$ cat src/hdl/tqps_pkg.sv
// Shared types and codes for the three-queue process state table.
`timescale 1ns / 1ps
`default_nettype none

package tqps_pkg;

  // Operation codes carried in the func field.
  typedef enum logic [1:0] {
    FUNC_JOIN   = 2'd0,
    FUNC_REMOVE = 2'd1,
    FUNC_POP    = 2'd2,
    FUNC_QUERY  = 2'd3
  } func_e;

  // Queue selector codes; the remaining code selects no queue.
  localparam logic [1:0] QSEL_RUNNING = 2'd0;
  localparam logic [1:0] QSEL_READY   = 2'd1;
  localparam logic [1:0] QSEL_WAIT    = 2'd2;

  typedef enum logic [1:0] {
    ST_IDLE,
    ST_EXEC,
    ST_REPORT
  } state_e;

  // Input transaction.
  typedef struct packed {
    logic [1:0] func;
    logic [1:0] queue_select;
    logic [7:0] proc_id;
  } cmd_t;

  // Result transaction.
  typedef struct packed {
    logic       done_res;
    logic       already_present;
    logic       queue_full;
    logic [7:0] running_head;
    logic       running_valid;
    logic [7:0] ready_head;
    logic       ready_valid;
    logic [4:0] running_count;
    logic [4:0] ready_count;
    logic [4:0] wait_count;
  } res_t;

  // Operation strobes for one queue.
  typedef struct packed {
    logic join_op;
    logic remove_op;
    logic pop_op;
  } q_ctl_t;

  // Search outcome of one queue.
  typedef struct packed {
    logic present;
    logic full;
  } q_flags_t;

  // Broadcast controls seen by every cell of a queue.
  typedef struct packed {
    logic wr;
    logic pop_op;
    logic remove_op;
  } cell_ctl_t;

endpackage

`default_nettype wire

$ cat src/hdl/tqps_cell.sv
// One queue slot: holds an ID, compares it and takes its right neighbour's ID on a shift.
`timescale 1ns / 1ps
`default_nettype none

module tqps_cell #(
  parameter int ID_BITS = 8
) (
  input  wire logic                 clk_i,
  input  wire tqps_pkg::cell_ctl_t  ctl_i,
  input  wire logic [ID_BITS-1:0]   id_i,
  input  wire logic                 valid_i,
  input  wire logic                 tail_i,
  input  wire logic                 hit_i,
  input  wire logic [ID_BITS-1:0]   next_i,
  output logic      [ID_BITS-1:0]   entry_o,
  output logic                      hit_o
);

  logic [ID_BITS-1:0] entry_q, entry_d;
  logic               match;
  logic               shift;

  assign match = valid_i && (entry_q == id_i);
  assign hit_o = hit_i | match;
  // A removal closes the gap from the matching slot onwards.
  assign shift = ctl_i.pop_op | (ctl_i.remove_op & hit_o);

  always_comb begin
    entry_d = entry_q;
    if (ctl_i.wr && tail_i) begin
      entry_d = id_i;
    end else if (shift) begin
      entry_d = next_i;
    end
  end

  always_ff @(posedge clk_i) begin
    entry_q <= entry_d;
  end

  assign entry_o = entry_q;

endmodule

`default_nettype wire

$ cat src/hdl/tqps_queue.sv
// One bounded FIFO of IDs built as a chain of cells with its fill count.
`timescale 1ns / 1ps
`default_nettype none

module tqps_queue #(
  parameter  int DEPTH   = 16,
  parameter  int ID_BITS = 8,
  localparam int LEN_W   = $clog2(DEPTH + 1)
) (
  input  wire logic               clk_i,
  input  wire logic               rst_ni,
  input  wire tqps_pkg::q_ctl_t   ctl_i,
  input  wire logic [ID_BITS-1:0] id_i,
  output tqps_pkg::q_flags_t      flags_o,
  output logic      [LEN_W-1:0]   len_o,
  output logic      [ID_BITS-1:0] head_o
);

  logic [LEN_W-1:0]   len_q, len_d;
  logic [ID_BITS-1:0] entry [DEPTH];
  logic [DEPTH:0]     hit_chain;
  logic               present;
  logic               full;
  tqps_pkg::cell_ctl_t cell_ctl;

  assign hit_chain[0] = 1'b0;
  assign present      = hit_chain[DEPTH];
  assign full         = (len_q == LEN_W'(DEPTH));

  assign cell_ctl.wr        = ctl_i.join_op & ~present & ~full;
  assign cell_ctl.pop_op    = ctl_i.pop_op;
  assign cell_ctl.remove_op = ctl_i.remove_op;

  for (genvar i = 0; i < DEPTH; i++) begin : g_cell
    logic [ID_BITS-1:0] next;
    if (i < DEPTH - 1) begin : g_mid
      assign next = entry[i+1];
    end else begin : g_end
      assign next = '0;
    end
    tqps_cell #(
      .ID_BITS(ID_BITS)
    ) u_cell (
      .clk_i  (clk_i),
      .ctl_i  (cell_ctl),
      .id_i   (id_i),
      .valid_i(LEN_W'(i) < len_q),
      .tail_i (LEN_W'(i) == len_q),
      .hit_i  (hit_chain[i]),
      .next_i (next),
      .entry_o(entry[i]),
      .hit_o  (hit_chain[i+1])
    );
  end

  always_comb begin
    len_d = len_q;
    if (cell_ctl.wr) begin
      len_d = len_q + LEN_W'(1);
    end else if (ctl_i.remove_op && present) begin
      len_d = len_q - LEN_W'(1);
    end else if (ctl_i.pop_op && (len_q != '0)) begin
      len_d = len_q - LEN_W'(1);
    end
  end

  always_ff @(posedge clk_i or negedge rst_ni) begin
    if (!rst_ni) begin
      len_q <= '0;
    end else begin
      len_q <= len_d;
    end
  end

  assign flags_o.present = present;
  assign flags_o.full    = full;
  assign len_o           = len_q;
  assign head_o          = entry[0];

endmodule

`default_nettype wire

$ cat src/hdl/three_queue_process_state_table.sv
// Top level of the three-queue process state table: running, ready and wait queues.
// After the edge that accepts a command the controller passes through execute; the result
// strobe is high in report. The execute cycle holds busy, and the next command is accepted
// during the report cycle, while the last result is shown. Each command is a single cell-chain update pass.
// The receiver cannot stall: each result is shown for exactly one cycle.
// Reset clears the three counts and the controller; queue slots are undefined until written.
`timescale 1ns / 1ps
`default_nettype none

module three_queue_process_state_table #(
  parameter int QUEUE_DEPTH = 16,
  parameter int ID_BITS     = 8
) (
  input  wire logic           clk_i,
  input  wire logic           rst_ni,
  input  wire logic           start,
  output logic                busy,
  input  wire tqps_pkg::cmd_t cmd_i,
  output logic                res_valid_o,
  output tqps_pkg::res_t      res_o
);

  localparam int LEN_W = $clog2(QUEUE_DEPTH + 1);

  // The controller walks idle, execute and report. A command is captured when start
  // is seen while busy is low; the execute cycle drives the cell chains, which update
  // their slots and counts at its closing edge. The report cycle then shows the
  // result built from the updated state, and a new command may be taken in that cycle.
  tqps_pkg::state_e state_q, state_d;
  tqps_pkg::cmd_t   cmd_q;
  logic             accept;

  // Outcome flags of the executed command, held for the report cycle.
  logic done_q, present_q, full_q;
  logic done_d, present_d, full_d;

  tqps_pkg::q_ctl_t   run_ctl, rdy_ctl, wt_ctl;
  tqps_pkg::q_flags_t run_flags, rdy_flags, wt_flags, sel_flags;
  logic [LEN_W-1:0]   run_len, rdy_len, wt_len;
  logic [ID_BITS-1:0] run_head, rdy_head;
  logic [ID_BITS-1:0] id;
  logic [ID_BITS+7:0] id_ext;
  logic [ID_BITS+7:0] run_head_ext, rdy_head_ext;
  logic [LEN_W+4:0]   run_cnt_ext, rdy_cnt_ext, wt_cnt_ext;
  logic               join_cmd, remove_cmd;

  assign accept = start & ~busy;

  // Only the low ID_BITS bits of the process ID take part.
  assign id_ext = {{ID_BITS{1'b0}}, cmd_q.proc_id};
  assign id     = id_ext[ID_BITS-1:0];

  always_comb begin
    state_d     = state_q;
    busy        = 1'b0;
    res_valid_o = 1'b0;
    unique case (state_q)
      tqps_pkg::ST_IDLE: begin
        if (start) begin
          state_d = tqps_pkg::ST_EXEC;
        end
      end
      tqps_pkg::ST_EXEC: begin
        busy    = 1'b1;
        state_d = tqps_pkg::ST_REPORT;
      end
      tqps_pkg::ST_REPORT: begin
        res_valid_o = 1'b1;
        state_d     = start ? tqps_pkg::ST_EXEC : tqps_pkg::ST_IDLE;
      end
      default: begin
        state_d = tqps_pkg::ST_IDLE;
      end
    endcase
  end

  always_ff @(posedge clk_i or negedge rst_ni) begin
    if (!rst_ni) begin
      state_q <= tqps_pkg::ST_IDLE;
    end else begin
      state_q <= state_d;
    end
  end

  always_ff @(posedge clk_i) begin
    if (accept) begin
      cmd_q <= cmd_i;
    end
  end

  // Command decode. Strobes reach the queues only in the execute cycle; a pop always
  // targets the running queue, and a selector naming no queue drives no join or removal.
  always_comb begin
    join_cmd   = 1'b0;
    remove_cmd = 1'b0;
    run_ctl    = '0;
    rdy_ctl    = '0;
    wt_ctl     = '0;
    if (busy) begin
      unique case (tqps_pkg::func_e'(cmd_q.func))
        tqps_pkg::FUNC_JOIN:   join_cmd   = 1'b1;
        tqps_pkg::FUNC_REMOVE: remove_cmd = 1'b1;
        tqps_pkg::FUNC_POP:    run_ctl.pop_op = 1'b1;
        tqps_pkg::FUNC_QUERY:  ;
        default:               ;
      endcase
      unique case (cmd_q.queue_select)
        tqps_pkg::QSEL_RUNNING: begin
          run_ctl.join_op   = join_cmd;
          run_ctl.remove_op = remove_cmd;
        end
        tqps_pkg::QSEL_READY: begin
          rdy_ctl.join_op   = join_cmd;
          rdy_ctl.remove_op = remove_cmd;
        end
        tqps_pkg::QSEL_WAIT: begin
          wt_ctl.join_op   = join_cmd;
          wt_ctl.remove_op = remove_cmd;
        end
        default: ;
      endcase
    end
  end

  // The search outcome of the selected queue decides the reported flags.
  always_comb begin
    unique case (cmd_q.queue_select)
      tqps_pkg::QSEL_RUNNING: sel_flags = run_flags;
      tqps_pkg::QSEL_READY:   sel_flags = rdy_flags;
      tqps_pkg::QSEL_WAIT:    sel_flags = wt_flags;
      default:                sel_flags = '0;
    endcase
    if (cmd_q.queue_select == tqps_pkg::QSEL_RUNNING ||
        cmd_q.queue_select == tqps_pkg::QSEL_READY ||
        cmd_q.queue_select == tqps_pkg::QSEL_WAIT) begin
      // A duplicate join reports presence even when the queue is full.
      present_d = join_cmd & sel_flags.present;
      full_d    = join_cmd & ~sel_flags.present & sel_flags.full;
      done_d    = (join_cmd & ~sel_flags.present & ~sel_flags.full) |
                  (remove_cmd & sel_flags.present);
    end else begin
      present_d = 1'b0;
      full_d    = 1'b0;
      done_d    = 1'b0;
    end
  end

  always_ff @(posedge clk_i) begin
    if (busy) begin
      done_q    <= done_d;
      present_q <= present_d;
      full_q    <= full_d;
    end
  end

  tqps_queue #(
    .DEPTH  (QUEUE_DEPTH),
    .ID_BITS(ID_BITS)
  ) u_running (
    .clk_i  (clk_i),
    .rst_ni (rst_ni),
    .ctl_i  (run_ctl),
    .id_i   (id),
    .flags_o(run_flags),
    .len_o  (run_len),
    .head_o (run_head)
  );

  tqps_queue #(
    .DEPTH  (QUEUE_DEPTH),
    .ID_BITS(ID_BITS)
  ) u_ready (
    .clk_i  (clk_i),
    .rst_ni (rst_ni),
    .ctl_i  (rdy_ctl),
    .id_i   (id),
    .flags_o(rdy_flags),
    .len_o  (rdy_len),
    .head_o (rdy_head)
  );

  tqps_queue #(
    .DEPTH  (QUEUE_DEPTH),
    .ID_BITS(ID_BITS)
  ) u_wait (
    .clk_i  (clk_i),
    .rst_ni (rst_ni),
    .ctl_i  (wt_ctl),
    .id_i   (id),
    .flags_o(wt_flags),
    .len_o  (wt_len),
    .head_o (/* wait head is not reported */)
  );

  // Heads are reported in eight bits and counts in five, zero-extended or cut as needed.
  assign run_head_ext = {8'b0, run_head};
  assign rdy_head_ext = {8'b0, rdy_head};
  assign run_cnt_ext  = {5'b0, run_len};
  assign rdy_cnt_ext  = {5'b0, rdy_len};
  assign wt_cnt_ext   = {5'b0, wt_len};

  always_comb begin
    res_o.done_res        = done_q;
    res_o.already_present = present_q;
    res_o.queue_full      = full_q;
    res_o.running_valid   = (run_len != '0);
    res_o.running_head    = res_o.running_valid ? run_head_ext[7:0] : 8'd0;
    res_o.ready_valid     = (rdy_len != '0);
    res_o.ready_head      = res_o.ready_valid ? rdy_head_ext[7:0] : 8'd0;
    res_o.running_count   = run_cnt_ext[4:0];
    res_o.ready_count     = rdy_cnt_ext[4:0];
    res_o.wait_count      = wt_cnt_ext[4:0];
  end

endmodule

`default_nettype wire
$ cat config.mk
export PLATFORM = sky130hd
export DESIGN_NAME = three_queue_process_state_table
export DESIGN_NICKNAME = d
export VERILOG_FILES = /design/src/hdl/tqps_pkg.sv /design/src/hdl/tqps_cell.sv /design/src/hdl/tqps_queue.sv /design/src/hdl/three_queue_process_state_table.sv
export SDC_FILE = /design/constraint.sdc
export NUM_CORES = 1
export LEC_CHECK = 0
export ABC_AREA = 1
export BUFFER_PORTS_ARGS = -buffer_cell sky130_fd_sc_hd__clkbuf_2
export CAP_MARGIN = 15
export CELL_PAD_IN_SITES_DETAIL_PLACEMENT = 2
export CELL_PAD_IN_SITES_GLOBAL_PLACEMENT = 2
export CORE_ASPECT_RATIO = 1.25
export CORE_UTILIZATION = 32
export DETAILED_ROUTE_END_ITERATION = 10
export PLACE_DENSITY_LB_ADDON = 0.1
export SETUP_SLACK_MARGIN = 0.5
export SYNTH_ARGS = -nofsm -noshare
export SYNTH_HDL_FRONTEND = slang
export SYNTH_SLANG_ARGS = --single-unit
$ cat constraint.sdc
create_clock -name clk_i -period 4.27 [get_ports clk_i]
set_clock_uncertainty 0.05 [all_clocks]
set_input_delay 0.854 -clock clk_i [delete_from_list [all_inputs] [get_ports clk_i]]
set_output_delay 0.854 -clock clk_i [all_outputs]
set_load 0.05 [all_outputs]
Word-level counts from Yosys, hierarchy flattened

Index checks and enable logic that the tools add are counted.

Register bits: 416
Input port bits: 15
Output and inout port bits: 38
Logic and storage cells: 629

$add $sub $neg: 6
Magnitude comparators: 48
Eq/ne operators: 103
Multiplexer cells: 122
Bitwise logic cells: 131
Reduce and logical (&&, ||, !) cells: 161

Operators with widths:

| operator            | count |
|---|---|
| $mux 8              | 98 |
| $eq 8x8->1          | 48 |
| $eq 4x5->1 const A  | 24 |
| $lt 4x5->1 const A  | 24 |
| $logic_and 1x1->1   | 100 |
| $reduce_bool 2->1   | 50 |
| $or 1x1->1          | 62 |
| $and 1x1->1         | 60 |
| $eq 3x5->1 const A  | 12 |
| $lt 3x5->1 const A  | 12 |
| $mux 5              | 7 |
| $eq 2x5->1 const A  | 6 |
| $lt 1x5->1 const A  | 6 |
| $lt 2x5->1 const A  | 6 |
| $add 5x1->5 const B | 3 |
| $eq 1x5->1 const A  | 3 |
| $eq 5x5->1 const B  | 3 |
| $logic_not 5->1     | 3 |
| $sub 5x1->5 const B | 3 |
| $mux 2              | 6 |
| $pmux 2 s3          | 2 |
| $reduce_bool 5->1   | 2 |
| $not 1->1           | 9 |
| $mux 1              | 8 |
| 7 further kinds     | 14 |

Depth between registers and ports, before layout

Gate-level depths: netlist (run 1).

Depth after elaboration: 22
Gate-level depth with buffers: 22
Gate-level depth less buffers: 20

Modules after synthesis

A second synthesis (run 1) with hierarchy kept.

Cells, all modules: 3961
Area total of the unflattened synthesis: 28428.5 µm²

By module, submodules not included:

| module                          | times used | cells an instance | area an instance (µm²) | seq. area each (µm²) |
|---|---|---|---|---|
| tqps_cell                       | 48         | 72                | 523.0                  | 240.2 |
| tqps_queue                      | 3          | 133               | 810.8                  | 125.1 |
| three_queue_process_state_table | 1          | 106               | 892.1                  | 500.5 |

Worst setup path after synthesis (run 1)

No wires, ideal clock.

Path kind: register to register
From: register state_q[1]
To: register u_running.g_cell[0].u_cell.entry_q[0], enable pin
Setup time: 376 ps
Data arrival time: 3377 ps
Data required time: 3844 ps
Slack: 466 ps
Stages on the path, launching flop included: 9
Path buffers: 1
Period minus slack after synthesis: 3804 ps
Cells stage by stage: dfrtp_1 nor2_1 nand2_1 nor3_2 nand2_2 inv_8 nand2_4 buf_6 o211ai_1

Word-level cells in the longest chain between the ends: 7
Elaborated cells on any way between the ends: 9
Classes of those cells: 1 x eq/ne; 2 x mux; 4 x bitwise; 2 x reduce/logical

RTL lines:

| what                            | RTL line                              | RTL |
|---|---|---|
| start, declared                 | three_queue_process_state_table.sv:29 | `tqps_pkg::state_e state_q, state_d;` |
| start signal, assigned          | three_queue_process_state_table.sv:79 | `state_q <= tqps_pkg::ST_IDLE;` |
| start signal, assigned          | three_queue_process_state_table.sv:81 | `state_q <= state_d;` |
| $eq 2x1->1 (*)                  | three_queue_process_state_table.sv:57 | `unique case (state_q)` |
| $mux 1 (*)                      | three_queue_process_state_table.sv:57 |  |
| named net busy                  | three_queue_process_state_table.sv:17 | `output logic busy,` |
| $mux 3 (*)                      | three_queue_process_state_table.sv:99 | `if (busy) begin` |
| $and 1x1->1 (2 in a row)        | tqps_queue.sv:30                      | `assign cell_ctl.wr = ctl_i.join_op & ~present & ~full;` |
| $logic_and 1x1->1               | tqps_cell.sv:30                       | `if (ctl_i.wr && tail_i) begin` |
| $reduce_bool 2->1 (no line) (*) | n/a                                   |  |
| end signal, assigned            | tqps_cell.sv:38                       | `entry_q <= entry_d;` |
| end, declared                   | tqps_cell.sv:19                       | `logic [ID_BITS-1:0] entry_q, entry_d;` |

Mark *: on every way through the listed nets, which the timed path passes. The rest lies on a longest branch.
A chain may end at the register's enable or synchronous reset.

Final worst setup path (run 1)

From: register cmd_q (netlist bit id[6])
To: register u_ready.g_cell[15].u_cell.entry_q[0], enable pin

Word-level cells in the longest chain between the ends: 22
Elaborated cells on any way between the ends: 53
Classes of those cells: 16 x eq/ne; 19 x bitwise; 18 x reduce/logical

RTL lines:

| what                            | RTL line                              | RTL |
|---|---|---|
| start, declared                 | three_queue_process_state_table.sv:30 | `tqps_pkg::cmd_t cmd_q;` |
| start signal, assigned          | three_queue_process_state_table.sv:87 | `cmd_q <= cmd_i;` |
| $eq 8x8->1                      | tqps_cell.sv:23                       | `assign match = valid_i && (entry_q == id_i);` |
| $logic_and 1x1->1               | tqps_cell.sv:23                       |  |
| $or 1x1->1 (14 in a row)        | tqps_cell.sv:24                       | `assign hit_o = hit_i \| match;` |
| $or 1x1->1 (*)                  | tqps_cell.sv:24                       |  |
| $not 1->1                       | tqps_queue.sv:30                      |  |
| $and 1x1->1 (2 in a row)        | tqps_queue.sv:30                      |  |
| $logic_and 1x1->1               | tqps_cell.sv:30                       |  |
| $reduce_bool 2->1 (no line) (*) | n/a                                   |  |
| end signal, assigned            | tqps_cell.sv:38                       |  |
| end, declared                   | tqps_cell.sv:19                       |  |

Mark *: on every way between the ends. The rest lies on a longest branch, timed or not.

==> impl_results.md, run 1 <==
* GRT Total Usage at 23.8%
* Critical Path Source Type: flip-flop
* Fillers at 8436
* CTS tree: built
* Die area at 79100 µm²
* Met1 Usage GRT at 28.3%
* First-pass GRT wire length at 141000 µm
* Most common cell after layout, fill and taps aside: nand2_1
* Met2 usage at 43.4%
* Gr busiest metal: met2
* Crit path DAT at 3.99 ns
* Reg area at 12400 µm²
* Inst Count DP at 3829
* Final Net Count at 2988
* Slew Viols, Final at 0
* Yosys reg bits at 416
* Iteration-0 DRC Markers at 995
* Relative slew slack at 20.3%
* Number of max-cap violations at 0
* Req. time, crit path at 4.54 ns
* Vias in the first global route at 22480
* Clock root cell: clkbuf_16
* Crit path capture type: flip-flop
* Synth async-reset ratio at 4.09%
* Core footprint at 77300 µm²
* Post-Synthesis Cells at 2772
* Post-synthesis sequential area ratio at 49.7%
* Status: finished, final reports clean
* Via count at 21020
* Final wirelength at 100000 µm
* Leakage at 12.8 nW
* Most frequent cells in the layout: nand2_1 (775), edfxtp_1 (399), o21ai_1 (190)
* Class of the most critical hold timing path: primary input to async pin
* Netlist Area Pre-Place at 25000 µm²
* I/O Pins at 53
* Initial core utilization at 32.3%
* Tmin final at 3.73 ns
* Post-synth EDFFs at 399
* H-tree levels at 2
* Clk Latency, worst-skew pair at 0.63 ns
* CTS Sinks at 416
* Post-Route Setup TNS at 0 ns
* Final ANT Viol Nets at 0
* Grt met3 use at 2.97%
* # port buffers at 52
* Tcrit/Tclk final at 87.3%
* Area Overhead vs Synth at 23.0%
* CTS clk-pin slew, worst paths at 0.07 ns
* Top FF cell, synth: edfxtp_1
* Worst slew pin tran at 1.19 ns
* Worst-path fanout max at 22
* Non-filler cells, final at 4041
* # setup viols final at 0
* Fraction of layout cells with a size suffix above 1 at 20.5%
* F_max at 268 MHz
* Mapped Nets at 2802
* Final hold vios at 0
* Largest net degree at the start of global routing at 40
* Placed Instance Area at 26600 µm²
* Initial antenna violation count at 0
* DRT Pass-1 Iters at 4
* Yosys warns at 0
* Rows at 114
* Max Root-Sink Buffers at 3
* WL/cell at 24.8 µm
* Inserted Clock Buffers at 49
* Synth unique cells at 57
* Syn Area/Cell at 9.00 µm²
* Die width at 252 µm
* DR DRC count at 0
* Die H at 314 µm
* Min Hold Slack at 0.261 ns
* Setup CP Type: flip-flop to flip-flop
* Pwr dens at 490 nW/µm²
* RSZ-0062 raised after global routing: yes
* Vias per std cell at 5.20
* GRT Residual Overflow at 0
* DP Wirelength at 64000 µm
* Worst VDD drop at 0.303 mV
* Routability cong. at 0.834
* Design area at 30700 µm²
* Footprint of the multi-input gates at 11600 µm²
## critical path: stages, from the launching register on
cell and delay, ns:
edfxtp_1 0.45, buf_12 0.21, xnor2_1 0.20, nand2_2 0.11
nor2_4 0.05, nand3_2 0.09, nand4_1 0.23, nor2_4 0.22
nand4_1 0.18, nor2_2 0.20, nand4_1 0.17, nor2_2 0.20
nand2_2 0.10, nor2_4 0.15, nand3_4 0.13, nor2_4 0.17
buf_12 0.17, nand3_4 0.14, nand2_8 0.14
## logic make-up (layout without fill, tap and decap cells)
kind of cell,Yosys count,in the layout,synth area share [%]
other,0,1,0
buffers and inverters,317,535,6.53
AND/OR/NAND/NOR,1342,1348,24.7
XOR/XNOR,261,261,9.16
flip-flops,416,416,49.7
adder cells (fa/ha/maj),15,15,0.752
AO/OA/AOI/OAI,421,421,9.19
## layout make-up
type	count	area share [%]
diodes	1	0.00815
repair buffers	298	9.57
flip-flops and latches	416	40.4
clock buffers	56	4.25
clock inverters	33	1.48
well taps	1044	4.25
inverters	147	2.09
repair inverters	1	0.0367
multi-input cells	2045	37.9
## per-stage QoR
step	util, %	setup WS, ns	total power [mW]
after global routing	39.7	0.360	15.7
after CTS	37.2	0.462	14.7
after detailed placement	34.4	0.107	9.69
after floorplan	-	0.640	8.01
after global placement	34.4	0.160	9.59
final	39.7	0.542	15.0
## final timing paths
kind / from / to / slack (ns) / cells past startpoint
worst max-delay path: id[6]$_DFFE_PP_ / u_ready.g_cell[15].u_cell.entry_o[0]$_SDFFCE_PN0P_ / 0.54 / 18
worst min-delay path: rst_ni / u_ready.len_o[3]$_DFFE_PN0P_ / 0.26 / 1
worst max register to register: id[6]$_DFFE_PP_ / u_ready.g_cell[15].u_cell.entry_o[0]$_SDFFCE_PN0P_ / 0.54 / 18
worst min register to register: state_q[1]$_DFFE_PN0P_ / state_q[1]$_DFFE_PN0P_ / 0.49 / 1
max in group asynchronous: rst_ni / u_ready.len_o[0]$_DFFE_PN0P_ / 3.35 / 1
min in group clk_i: cmd_i[10] / cmd_q[10]$_DFFE_PP_ / 0.36 / 1
## per-layer routing
metal	up-vias	share of wire (%)
met5	-	0
met4	0	3.9
met3	145	2.7
met2	283	52
met1	10818	42
li1	9774	-
## power by group
part           switching [mW]  internal, mW  total, mW  leakage, nW
registers               0.254          4.75       5.01         3.83
clock network            1.86          2.85       4.71        0.864
logic                    3.70          1.63       5.33         8.07
## cells in the mapped netlist, types with 29 or more instances
cell type | number | share of area (%)
nand2_1 | 838 | 13
edfxtp_1 | 399 | 48
o21ai_1 | 172 | 3.4
xor2_1 | 165 | 5.8
o21ai_0 | 153 | 3.1
nor2_1 | 146 | 2.2
inv_1 | 129 | 1.9
nand3_1 | 128 | 2.6
xnor2_1 | 96 | 3.4
clkbuf_1 | 67 | 1.0
nor3_1 | 52 | 1.0
nand4_1 | 37 | 0.93
buf_2 | 34 | 0.68
buf_4 | 34 | 1.0
buf_6 | 33 | 1.5
a21oi_1 | 29 | 0.58
## what timing repair did
| action | in CTS | in global routing |
|---|---|---|
| hold endpoints to repair | 0 | 0 |
| cloned | 4 | 20 |
| endpoints found under the setup margin | 547 | 728 |
| pin swaps | 5 | 36 |
| hold buffers | 0 | 0 |
| gates resized for setup | 50 | 219 |
| buffers inserted | 15 | 83 |
## flip-flops by register name, indices dropped and copies added, names as in the netlist
register,cells
u_ready.g_cell.u_cell.entry_o,128
u_running.g_cell.u_cell.entry_o,128
u_wait.g_cell.u_cell.entry_o,128
id,8
u_ready.len_o,5
u_running.len_o,5
u_wait.len_o,5
cmd_q,4
state_q,2
done_q,1
full_q,1
present_q,1
(Power assumes the default switching activity.)
==> inputs of run 2 (changes only) <==
- CORE_UTILIZATION: 32 -> 41
- REMOVE_ABC_BUFFERS: not set -> 1
==> impl_results.md, run 2 (synthesized netlist as in run 1, its figures left out) <==
* Core footprint at 59800 µm² (-23%)
* DP Wirelength at 64500 µm (+0.75%)
* CTS clk-pin slew, worst paths at 0.08 ns (about the same)
* Hold Buf Count CTS at 0 (unchanged)
* GRT Residual Overflow at 0 (unchanged)
* Status: finished, final reports clean
* CTS Sinks at 416 (unchanged)
* Slew Viols, Final at 0 (unchanged)
* Number of max-cap violations at 0 (unchanged)
* Via count at 22468 (+6.9%)
* Crit path DAT at 4.53 ns (+0.54 ns)
* Worst slew pin tran at 0.975 ns (-0.216 ns)
* Setup CP Type: flip-flop to flip-flop
* Final Net Count at 2988 (unchanged)
* F_max at 237 MHz (-12%)
* Fraction of layout cells with a size suffix above 1 at 19.1% (-1.5 points)
* Met3 wire len at 5250 µm (+95%)
* Clock root cell: clkbuf_16
* Worst VDD drop at 0.287 mV (-5.3%)
* Reg area at 12400 µm² (about the same)
* Met1 WL at 41400 µm (-0.56%)
* # port buffers at 52 (unchanged)
* Worst-path fanout max at 16 (-27%)
* Leakage at 12.5 nW (-1.8%)
* Routability cong. at 0.836 (+0.28%)
* WL/cell at 28.6 µm (+16%)
* Vias in the first global route at 23228 (+3.3%)
* Clk Latency, worst-skew pair at 0.63 ns (about the same)
* Die H at 278 µm (-12%)
* Worst slack, placed at 0.0293 ns (-0.0780 ns)
* Req. time, crit path at 4.58 ns (+0.04 ns)
* Final hold vios at 0 (unchanged)
* Die width at 223 µm (-12%)
* Relative slew slack at 34.8% (+14 points)
* DR DRC count at 0 (unchanged)
* # setup viols final at 0 (unchanged)
* Critical Path Source Type: flip-flop
* Inserted Clock Buffers at 49 (unchanged)
* Tcrit/Tclk final at 98.8% (+11 points)
* First-pass GRT wire length at 141000 µm (+0.28%)
* Most common cell after layout, fill and taps aside: nand2_1
* Uppermost layer routed: met5
* Placed Instance Area at 26200 µm² (-1.5%)
* Min Hold Slack at 0.302 ns (+0.0412 ns)
* Die area at 61900 µm² (-22%)
* I/O Pins at 53 (unchanged)
* Initial core utilization at 41.7% (+9.4 points)
* CTS tree: built
* Max Root-Sink Buffers at 3 (unchanged)
* Initial antenna violation count at 2 (+2)
* Tmin final at 4.22 ns (+0.490 ns)
* Fillers at 6296 (-25%)
* Reg2reg path depth at 19 (+1)
* Area Overhead vs Synth at 19.3%
* Design area at 29800 µm² (-3.0%)
* H-tree levels at 2 (unchanged)
* Final worst slack at 0.0516 ns (-0.490 ns)
* Rows at 100 (-12%)
* Antenna cells at 0 (-1)
* Footprint of the multi-input gates at 11500 µm² (-0.90%)
* Util after Layout at 49.8% (+10 points)
* DRT Pass-1 Iters at 5 (+1)
* Class of the most critical hold timing path: primary input to async pin
* Final wirelength at 108000 µm (+7.7%)
* Final ANT Viol Nets at 0 (unchanged)
* Most frequent cells in the layout: nand2_1 (801), edfxtp_1 (399), buf_4 (186)
* Wire length on met2 at 55500 µm (+7.2%)
* Pwr dens at 494 nW/µm² (+0.88%)
* Iteration-0 DRC Markers at 1411 (+42%)
* RSZ-0062 raised after global routing: yes
* GRT Total Usage at 30.1% (+6.3 points)
* Vias per std cell at 5.97 (+15%)
* Largest net degree at the start of global routing at 37 (-7.5%)
* Crit path capture type: flip-flop
==> run 2: cell count changes in the layout (fill, tap and decap cells not counted), sizes merged, moves of 2 or more <==
| cell | delta |
|---|---|
| inv | +3 |
| bufinv | -8 |
| clkbuf | +6 |
| clkinv | -3 |
| nand2 | +2 |
| nand4 | +2 |
==> run 2: per-stage QoR <==
| step | total power, mW | cells | setup TNS [ns] |
|---|---|---|---|
| floorplan | 7.77 | 2602 | -696.94 |
| global placement | 9.48 | 3542 | 0 |
| detailed placement | 9.67 | 3542 | 0 |
| CTS | 14.0 | 3661 | 0 |
| global route | 15.1 | 3762 | -0.0480 |
| finish | 14.7 | 3762 | 0 |
==> run 2: layout make-up <==
cell class,count,share of cell area (%)
clock buffers,65,4.50
clock inverters,25,0.689
inverters,147,2.08
multi-input cells,2049,38.7
flip-flops and latches,416,41.7
well taps,765,3.21
repair buffers,294,9.07
repair inverters,1,0.0294
==> run 2: worst max-delay path: stages, from the launching register on <==
cell      delay (ns)
dfrtp_1         0.43
clkinv_2        0.15
nand2_1         0.14
nor2_2          0.15
nand2_1         0.15
nand2_1         0.11
inv_1           0.05
nand3_2         0.07
nand4_1         0.15
nor2_2          0.22
nand4_1         0.22
nor2_2          0.22
nand4_1         0.21
nor2_2          0.27
nand4_1         0.27
inv_4           0.23
buf_4           0.14
nand3_1         0.08
buf_4           0.23
o21ai_0         0.42
==> run 2: worst paths after layout <==
path | from | to | slack [ns]
min | rst_ni | u_wait.len_o[1]$_DFFE_PN0P_ | 0.30
min in group clk_i | cmd_i[4] | id[4]$_DFFE_PP_ | 0.36
max | u_ready.len_o[2]$_DFFE_PN0P_ | u_ready.g_cell[14].u_cell.entry_o[3]$_DFFE_PP_ | 0.05
max reg2reg | u_ready.len_o[2]$_DFFE_PN0P_ | u_ready.g_cell[14].u_cell.entry_o[3]$_DFFE_PP_ | 0.05
max in group asynchronous | rst_ni | u_wait.len_o[3]$_DFFE_PN0P_ | 3.27
min reg2reg | state_q[1]$_DFFE_PN0P_ | state_q[1]$_DFFE_PN0P_ | 0.46
==> run 2: routing by layer <==
metal | vias to the layer above | global-route usage (%)
li1 | 9778 | -
met1 | 11577 | 35.9
met2 | 791 | 54.8
met3 | 318 | 3.79
met4 | 4 | 11.7
met5 | - | 0
==> run 2: where the power goes <==
part / total (mW) / internal (mW) / leakage [nW] / switching (mW)
clock: 4.27 / 2.38 / 0.752 / 1.89
combinational: 5.44 / 1.55 / 7.95 / 3.89
sequential: 5.01 / 4.75 / 3.83 / 0.257
total: 14.7 / 8.69 / 12.5 / 6.03
==> run 2: repair_timing <==
item                                   4_1_cts  5_1_grt
setup endpoints to repair                  558      682
buffers inserted                            25       81
resized for setup                           63      127
endpoints found under the hold margin        0        0
gates cloned                                 4       17
pin swaps                                    9       40
